--- src/rtl/tevq_pkg.sv ---
// ----------------------------------------------------------------------------
// tevq_pkg
// Types and codes shared by the timed event queue modules.
// ----------------------------------------------------------------------------
package tevq_pkg;

    typedef enum logic [1:0] {
        FN_SCHEDULE = 2'd0,
        FN_CANCEL   = 2'd1,
        FN_TICK     = 2'd2,
        FN_NOP      = 2'd3
    } tevq_func_t;

    typedef enum logic [1:0] {
        STS_OK        = 2'd0,
        STS_FULL      = 2'd1,
        STS_DUP       = 2'd2,
        STS_NOT_FOUND = 2'd3
    } tevq_status_t;

    typedef enum logic [2:0] {
        S_IDLE,
        S_SCAN,
        S_FLUSH,
        S_DECIDE,
        S_LAST
    } tevq_state_t;

    typedef struct packed {
        tevq_func_t  func;
        logic [15:0] event_id;
        logic [23:0] interval;
    } tevq_req_t;

    typedef struct packed {
        tevq_status_t status;
        logic         fired_valid;
        logic [15:0]  fired_id;
        logic         last;
    } tevq_rsp_t;

    // one table entry as held in the slot memory
    typedef struct packed {
        logic [15:0] id;
        logic [31:0] deadline;
    } tevq_entry_t;

    // one entry presented to the scan unit
    typedef struct packed {
        logic        en;
        logic        used;
        tevq_entry_t entry;
    } tevq_probe_t;

    typedef struct packed {
        logic match;
        logic free;
        logic due;
    } tevq_scan_flags_t;

    localparam logic [4:0] CAP_RESET    = 5'd16;
    localparam logic [4:0] RESULT_LIMIT = 5'd16;

endpackage

--- src/rtl/tevq_slot_ram.sv ---
// ----------------------------------------------------------------------------
// tevq_slot_ram
// Slot memory: one write port, one read port, registered read data.
// ----------------------------------------------------------------------------
module tevq_slot_ram
    import tevq_pkg::*;
#(
    parameter int DEPTH = 16,
    parameter int AW    = 4
)
(
    input  logic          clk,
    input  logic          we,
    input  logic [AW-1:0] waddr,
    input  tevq_entry_t   wdata,
    input  logic [AW-1:0] raddr,
    output tevq_entry_t   rdata
);

    tevq_entry_t mem [DEPTH];
    tevq_entry_t rdata_reg;

    always_ff @(posedge clk)
    begin
        if (we)
        begin
            mem[waddr] <= wdata;
        end
    end

    always_ff @(posedge clk)
    begin
        rdata_reg <= mem[raddr];
    end

    assign rdata = rdata_reg;

endmodule

--- src/rtl/tevq_scan.sv ---
// ----------------------------------------------------------------------------
// tevq_scan
// Scan unit: looks at one table entry a cycle while probe.en is set; keeps the first
// id match, the lowest free slot and the most overdue event seen since the last clear.
// ----------------------------------------------------------------------------
module tevq_scan
    import tevq_pkg::*;
#(
    parameter int IDX_W = 4
)
(
    input  logic             clk,
    input  logic             rst_n,
    input  logic             clear,
    input  tevq_probe_t      probe,
    input  logic [IDX_W-1:0] probe_idx,
    input  logic [15:0]      key_id,
    input  logic [31:0]      now,
    output tevq_scan_flags_t flags,
    output logic [IDX_W-1:0] match_idx,
    output logic [IDX_W-1:0] free_idx,
    output logic [IDX_W-1:0] due_idx,
    output logic [15:0]      due_id
);

    tevq_scan_flags_t flags_reg;
    logic [IDX_W-1:0] match_idx_reg;
    logic [IDX_W-1:0] free_idx_reg;
    logic [IDX_W-1:0] due_idx_reg;
    logic [15:0]      due_id_reg;
    logic [31:0]      best_age_reg;

    logic [31:0] age;
    logic        hit_match;
    logic        hit_free;
    logic        hit_due;

    // entries come in ascending slot order, so strict compares keep the lower slot
    always_comb
    begin
        age       = now - probe.entry.deadline;
        hit_match = probe.en && probe.used && (probe.entry.id == key_id) && !flags_reg.match;
        hit_free  = probe.en && !probe.used && !flags_reg.free;
        hit_due   = probe.en && probe.used && !age[31]
                    && (!flags_reg.due || (age > best_age_reg));
    end

    always_ff @(posedge clk or negedge rst_n)
    begin
        if (!rst_n)
        begin
            flags_reg <= '0;
        end
        else if (clear)
        begin
            flags_reg <= '0;
        end
        else
        begin
            if (hit_match)
            begin
                flags_reg.match <= 1'b1;
            end
            if (hit_free)
            begin
                flags_reg.free <= 1'b1;
            end
            if (hit_due)
            begin
                flags_reg.due <= 1'b1;
            end
        end
    end

    always_ff @(posedge clk)
    begin
        if (hit_match)
        begin
            match_idx_reg <= probe_idx;
        end
        if (hit_free)
        begin
            free_idx_reg <= probe_idx;
        end
        if (hit_due)
        begin
            due_idx_reg  <= probe_idx;
            due_id_reg   <= probe.entry.id;
            best_age_reg <= age;
        end
    end

    assign flags     = flags_reg;
    assign match_idx = match_idx_reg;
    assign free_idx  = free_idx_reg;
    assign due_idx   = due_idx_reg;
    assign due_id    = due_id_reg;

endmodule

--- src/rtl/timed_event_queue_core.sv ---
// ----------------------------------------------------------------------------
// timed_event_queue_core
// Table of pending timed events keyed by id: schedule, cancel and tick.
// ----------------------------------------------------------------------------
//  channel   signals                        transfer when
//  request   start, busy, req               start && !busy
//  response  rsp_strobe, rsp                rsp_strobe (one cycle, no stall)
//  config    cfg_valid, cfg_ready, cfg_data cfg_valid && cfg_ready
//
//  Every command runs one sweep of the slot memory (S_SCAN, S_FLUSH), then
//  the S_DECIDE state, from which schedule and cancel give their result. A
//  tick that fires k < 16 events sweeps k + 1 times, one result per sweep
//  after the first; k = 16 sweeps 16 times and ends with the S_LAST state.
//  Reset clears the valid bits, count and time at once; no clearing pass.
//  busy stays high until the last result is registered.
// ----------------------------------------------------------------------------
module timed_event_queue_core
    import tevq_pkg::*;
#(
    parameter int MAX_SLOTS = 16
)
(
    input  logic      clk,
    input  logic      rst_n,
    input  logic      start,
    output logic      busy,
    input  tevq_req_t req,
    output logic      rsp_strobe,
    output tevq_rsp_t rsp,
    input  logic      cfg_valid,
    output logic      cfg_ready,
    input  logic [4:0] cfg_data
);

    localparam int IDX_W = (MAX_SLOTS > 1) ? $clog2(MAX_SLOTS) : 1;
    localparam int CNT_W = $clog2(MAX_SLOTS + 1);
    localparam int CMP_W = (CNT_W > 5) ? CNT_W : 5;
    localparam logic [IDX_W-1:0] LAST_IDX = IDX_W'(MAX_SLOTS - 1);

    tevq_state_t          state_reg, state_next;
    logic [IDX_W-1:0]     addr_reg, addr_next;
    logic                 rd_en_reg;
    logic [IDX_W-1:0]     rd_idx_reg;
    tevq_req_t            cmd_reg, cmd_next;
    logic [31:0]          now_reg, now_next;
    logic [4:0]           cap_reg;
    logic [MAX_SLOTS-1:0] valid_reg, valid_next;
    logic [CNT_W-1:0]     count_reg, count_next;
    logic [4:0]           fired_reg, fired_next;
    logic                 held_valid_reg, held_valid_next;
    logic [15:0]          held_id_reg, held_id_next;
    logic                 rsp_strobe_reg, rsp_strobe_next;
    tevq_rsp_t            rsp_reg, rsp_next;

    logic             scan_clear;
    logic             ram_we;
    tevq_entry_t      ram_wdata;
    tevq_entry_t      ram_rdata;
    tevq_probe_t      probe;
    tevq_scan_flags_t flags;
    logic [IDX_W-1:0] match_idx;
    logic [IDX_W-1:0] free_idx;
    logic [IDX_W-1:0] due_idx;
    logic [15:0]      due_id;
    logic             full;

    tevq_slot_ram #(
        .DEPTH (MAX_SLOTS),
        .AW    (IDX_W)
    ) u_ram (
        .clk   (clk),
        .we    (ram_we),
        .waddr (free_idx),
        .wdata (ram_wdata),
        .raddr (addr_reg),
        .rdata (ram_rdata)
    );

    assign probe.en    = rd_en_reg;
    assign probe.used  = valid_reg[rd_idx_reg];
    assign probe.entry = ram_rdata;

    tevq_scan #(
        .IDX_W (IDX_W)
    ) u_scan (
        .clk       (clk),
        .rst_n     (rst_n),
        .clear     (scan_clear),
        .probe     (probe),
        .probe_idx (rd_idx_reg),
        .key_id    (cmd_reg.event_id),
        .now       (now_reg),
        .flags     (flags),
        .match_idx (match_idx),
        .free_idx  (free_idx),
        .due_idx   (due_idx),
        .due_id    (due_id)
    );

    // a count at MAX_SLOTS covers capacities above the table size
    assign full = (CMP_W'(count_reg) >= CMP_W'(cap_reg))
                  || (count_reg == CNT_W'(MAX_SLOTS));

    assign ram_wdata.id       = cmd_reg.event_id;
    assign ram_wdata.deadline = now_reg + {8'd0, cmd_reg.interval};

    always_comb
    begin
        state_next      = state_reg;
        addr_next       = addr_reg;
        cmd_next        = cmd_reg;
        now_next        = now_reg;
        valid_next      = valid_reg;
        count_next      = count_reg;
        fired_next      = fired_reg;
        held_valid_next = held_valid_reg;
        held_id_next    = held_id_reg;
        rsp_strobe_next = 1'b0;
        rsp_next        = rsp_reg;
        scan_clear      = 1'b0;
        ram_we          = 1'b0;

        case (state_reg)
            S_IDLE:
            begin
                if (start)
                begin
                    cmd_next        = req;
                    addr_next       = '0;
                    scan_clear      = 1'b1;
                    fired_next      = '0;
                    held_valid_next = 1'b0;
                    state_next      = S_SCAN;
                    if (req.func == FN_TICK)
                    begin
                        now_next = now_reg + 32'd1;
                    end
                end
            end

            S_SCAN:
            begin
                addr_next = addr_reg + IDX_W'(1);
                if (addr_reg == LAST_IDX)
                begin
                    addr_next  = '0;
                    state_next = S_FLUSH;
                end
            end

            S_FLUSH:
            begin
                state_next = S_DECIDE;
            end

            S_DECIDE:
            begin
                rsp_next.status      = STS_OK;
                rsp_next.fired_valid = 1'b0;
                rsp_next.fired_id    = '0;
                rsp_next.last        = 1'b1;
                state_next           = S_IDLE;
                case (cmd_reg.func)
                    FN_SCHEDULE:
                    begin
                        rsp_strobe_next = 1'b1;
                        if (full)
                        begin
                            rsp_next.status = STS_FULL;
                        end
                        else if (flags.match)
                        begin
                            rsp_next.status = STS_DUP;
                        end
                        else
                        begin
                            ram_we               = 1'b1;
                            valid_next[free_idx] = 1'b1;
                            count_next           = count_reg + CNT_W'(1);
                        end
                    end

                    FN_CANCEL:
                    begin
                        rsp_strobe_next = 1'b1;
                        if (flags.match)
                        begin
                            valid_next[match_idx] = 1'b0;
                            count_next            = count_reg - CNT_W'(1);
                        end
                        else
                        begin
                            rsp_next.status = STS_NOT_FOUND;
                        end
                    end

                    FN_TICK:
                    begin
                        if (flags.due)
                        begin
                            // the previous event is known not to be the final one
                            if (held_valid_reg)
                            begin
                                rsp_strobe_next      = 1'b1;
                                rsp_next.fired_valid = 1'b1;
                                rsp_next.fired_id    = held_id_reg;
                                rsp_next.last        = 1'b0;
                            end
                            held_valid_next     = 1'b1;
                            held_id_next        = due_id;
                            valid_next[due_idx] = 1'b0;
                            count_next          = count_reg - CNT_W'(1);
                            fired_next          = fired_reg + 5'd1;
                            if (fired_next == RESULT_LIMIT)
                            begin
                                state_next = S_LAST;
                            end
                            else
                            begin
                                scan_clear = 1'b1;
                                addr_next  = '0;
                                state_next = S_SCAN;
                            end
                        end
                        else
                        begin
                            rsp_strobe_next = 1'b1;
                            if (held_valid_reg)
                            begin
                                rsp_next.fired_valid = 1'b1;
                                rsp_next.fired_id    = held_id_reg;
                            end
                        end
                    end

                    default:
                    begin
                        rsp_strobe_next = 1'b1;
                    end
                endcase
            end

            S_LAST:
            begin
                rsp_strobe_next      = 1'b1;
                rsp_next.status      = STS_OK;
                rsp_next.fired_valid = 1'b1;
                rsp_next.fired_id    = held_id_reg;
                rsp_next.last        = 1'b1;
                state_next           = S_IDLE;
            end

            default:
            begin
                state_next = S_IDLE;
            end
        endcase
    end

    always_ff @(posedge clk or negedge rst_n)
    begin
        if (!rst_n)
        begin
            state_reg      <= S_IDLE;
            addr_reg       <= '0;
            rd_en_reg      <= 1'b0;
            now_reg        <= '0;
            cap_reg        <= CAP_RESET;
            valid_reg      <= '0;
            count_reg      <= '0;
            fired_reg      <= '0;
            held_valid_reg <= 1'b0;
            rsp_strobe_reg <= 1'b0;
        end
        else
        begin
            state_reg      <= state_next;
            addr_reg       <= addr_next;
            rd_en_reg      <= (state_reg == S_SCAN);
            now_reg        <= now_next;
            valid_reg      <= valid_next;
            count_reg      <= count_next;
            fired_reg      <= fired_next;
            held_valid_reg <= held_valid_next;
            rsp_strobe_reg <= rsp_strobe_next;
            if (cfg_valid)
            begin
                cap_reg <= cfg_data;
            end
        end
    end

    always_ff @(posedge clk)
    begin
        rd_idx_reg  <= addr_reg;
        cmd_reg     <= cmd_next;
        held_id_reg <= held_id_next;
        rsp_reg     <= rsp_next;
    end

    assign busy       = (state_reg != S_IDLE);
    assign cfg_ready  = 1'b1;
    assign rsp_strobe = rsp_strobe_reg;
    assign rsp        = rsp_reg;

endmodule

--- config.mk ---
export PLATFORM = sky130hd
export DESIGN_NAME = timed_event_queue_core
export DESIGN_NICKNAME = d
export VERILOG_FILES = /design/src/rtl/tevq_pkg.sv /design/src/rtl/tevq_slot_ram.sv /design/src/rtl/tevq_scan.sv /design/src/rtl/timed_event_queue_core.sv
export SDC_FILE = /design/constraint.sdc
export NUM_CORES = 1
export LEC_CHECK = 0
export ABC_CLOCK_PERIOD_IN_PS = 9600
export BUFFER_PORTS_ARGS = -buffer_cell sky130_fd_sc_hd__buf_2
export CORE_UTILIZATION = 32
export DETAILED_ROUTE_END_ITERATION = 16
export SETUP_SLACK_MARGIN = 0.1
export SKIP_CTS_REPAIR_TIMING = 1
export SYNTH_ARGS = -nofsm -noshare
export SYNTH_HDL_FRONTEND = slang
export SYNTH_SLANG_ARGS = --single-unit
--- constraint.sdc ---
create_clock -name clk -period 9.6 [get_ports clk]
set_clock_uncertainty 0.05 [all_clocks]
set_input_delay 1.92 -clock clk [delete_from_list [all_inputs] [get_ports clk]]
set_output_delay 1.92 -clock clk [all_outputs]
set_load 0.1 [all_outputs]
==> run metrics <==
outcome=finished clean; synth top area cells=edfxtp_1 64%, mux4_2 5.3%, dfrtp_1 4.4%; Starting Density=0.324; total chip power=0.0131 W; initial antenna violation count=2; top cell type's share of synthesized area=0.637; Switching Share=0.311; total grt overflow=0; critical path arrival=6.55 ns; fraction of the mapped netlist area in compound gates=0.0768; I/O pins=74; clock sink count=1034; Synthesized Nets=2817; Mean Syn Cell Area=between 15 and 20 µm²; via count=between 20000 and 25000; DR vias/cell=5.07; largest net degree at the start of global routing=about 130; Yosys warning count=0; Max-cap violations=0; Clock Latency Late Sink=0.71 ns; #FFs+latches synth=1034; Max Slew Vio Count=0; Unique masters post-synth=71; DP Area=45400 µm²; R2R depth=21; relative slew slack=0.0864; number of global-route vias before repair=between 20000 and 25000; area leader, netlist=edfxtp_1; Final Hold Vio Count=0; Port-buffer cells=72; mux contribution to synthesized area=0.101; Fin Hold WS=0.370 ns; DRT iter0 DRCs=2158; Area growth, synth to finish=14.1%; cells after synthesis=between 2000 and 3000; clk buf depth=3; unrepaired setup endpoints after global routing=false; Root Buffer=clkbuf_16; share of cells above drive strength 1=0.161; htree depth=3; Clk pwr share=0.305; Die Span X=367 µm; WS Path Type=register to register; pwr/cell area=approximately 270 nW/µm²; Simple-Gate Fraction of Synth Area=0.0443; sequential power share=0.441; crit end category=register; row count=around 130; Core Area=roughly 130000 µm²; CTS clk-pin slew, worst paths=~0.060 ns; CP required=9.83 ns; Worst-Margin Slew=1.36 ns; Synth Area in XOR/XNOR=0.0221; final core utilization=0.369; ys async rst share=0.0735; Achievable Freq=0.158 GHz; die area=135000 µm²; Largest register FFs=roughly 770; Nets=2931; Tcrit/Tclk final=0.658; Design Area, Final=48700 µm²; TritonCTS clock tree=built; VDD IR max=around 0.35 mV; DPL Wire Length=59.3 mm; Final setup viols=0; combinational power share=0.254; Leakage=17.1 nW; most frequent cell after synthesis=edfxtp_1; Hold Path Class=register to register; CTS Buf Count=101; routed wire length=104 mm; cell-internal power=0.00904 W; hold depth=0; Post-Syn Area=42700 µm²; Synth Flop Type=edfxtp_1; crit path time final=roughly 6.3 ns; Synth top cells by count=906 x edfxtp_1, 183 x o21ai_0, 146 x mux2i_1, 134 x nand2_1, 107 x a21oi_1; Die Height=367 µm; number of flops mapped to enable cells by yosys=906; global placer's final weighted congestion=0.856; GRT Overall Usage=0.152; drt pass-1 iters=6; Setup crit start kind=register; first-pass GRT wire length=about 150 mm; sequential share of the synthesized area=0.706; Setup TNS=0 ns; adder-cell share of the synthesized area=0.0316; CP max FO=32; DRC=0; combinational family with the most area after synthesis=multiplexers; Sw Pwr=a little over 0.004 W; wire per inst=22.5 µm; Routed Antenna Nets=0
worst paths after layout:
| kind | startpoint | end | slack (ns) |
|---|---|---|---|
| hold reg to reg | u_scan.due_id[15] | held_id_reg[15] | 0.37 |
| hold / removal | u_scan.due_id[15] | held_id_reg[15] | 0.37 |
| setup reg to reg | now_reg[0] | u_scan.best_age_reg[0] | 3.29 |
| min in group asynchronous | rst_n | rsp_strobe | 1.03 |
| max in group asynchronous | rst_n | addr_reg[0] | 7.17 |
| setup / recovery | now_reg[0] | u_scan.best_age_reg[0] | 3.29 |
layout by cell type (no fill, tap or decap), types with 16 or more instances in the layout:
cell / count
a21o_1: 36
buf_4: 44
xor2_1: 32
dfrtp_1: 71
mux4_2: 101
mux2i_1: 146
buf_2: 71
nand3_1: 23
nand2b_1: 16
a221oi_1: 49
ha_1: 103
nor2b_1: 22
nand4_1: 26
nor2_1: 70
mux2_2: 50
clkbuf_16: 102
a22oi_1: 61
nand2_1: 133
a21oi_1: 106
o21ai_0: 183
clkbuf_1: 26
edfxtp_1: 906
dfxtp_1: 52
a31oi_1: 25
xnor2_1: 74
clkinv_2: 17
inv_1: 94
nor3_1: 17
and2_1: 20
cells by family (layout without fill, tap and decap cells):
group,count (synthesis),after routing
other,1,2
XOR/XNOR,108,108
adder cells (fa/ha/maj),106,106
AO/OA/AOI/OAI,526,526
multiplexers,297,297
flip-flops,1034,1034
AND/OR/NAND/NOR,388,388
buffers and inverters,200,396
layout make-up:
type | count | area, µm²
tap | 1755 | 2200
multi-input combinational | 1426 | 11900
sequential | 1034 | 30200
clock buffer | 139 | 2800
antenna | 1 | 2.50
fill | 12258 | 83200
timing repair buffer | 117 | 726
clock inverter | 46 | 542
inverter | 94 | 353
power by group through the flow:
stage	clock network [W]	logic [W]	registers, W
CTS	0.00408	0.00336	0.00579
floorplan	0	0.00233	0.00588
global route	0.00424	0.00364	0.00583
global placement	0	0.00334	0.00587
finish	0.00400	0.00334	0.00578
detailed placement	0	0.00335	0.00587
per-stage QoR:
step,setup WS (ns),cells
2_1_floorplan,2.80,2660
3_3_place_gp,3.42,4426
3_5_place_dp,3.34,4426
4_1_cts,3.28,4611
5_1_grt,2.83,4611
6_report,3.29,4612
worst max-delay path: stages (launching register included):
cell and delay (ns):
dfrtp_1 0.42, inv_1 0.11, ha_1 0.20, fa_1 0.21, nor2b_1 0.06, o21ai_0 0.20, a21boi_0 0.19, o311ai_0 0.47
nand2_1 0.29, a311o_1 0.38, a31oi_1 0.29, o21ai_0 0.15, xor2_1 0.18, ha_1 0.30, nand4_1 0.09, nor2_1 0.16
nor4b_1 0.46, o211ai_1 0.16, o211ai_1 0.19, o31ai_1 0.13, a21oi_4 0.60, buf_4 0.58
per-layer routing:
layer / global-route usage / vias up / wire [µm]
met3: 0.0292 / 149 / 5780
met5: 0 / - / 0
li1: - / 10602 / -
met2: 0.232 / 618 / 46600
met1: 0.219 / 12020 / 48900
met4: 0.0425 / 0 / 2450
No activity file was read; power rests on OpenSTA's default activity.
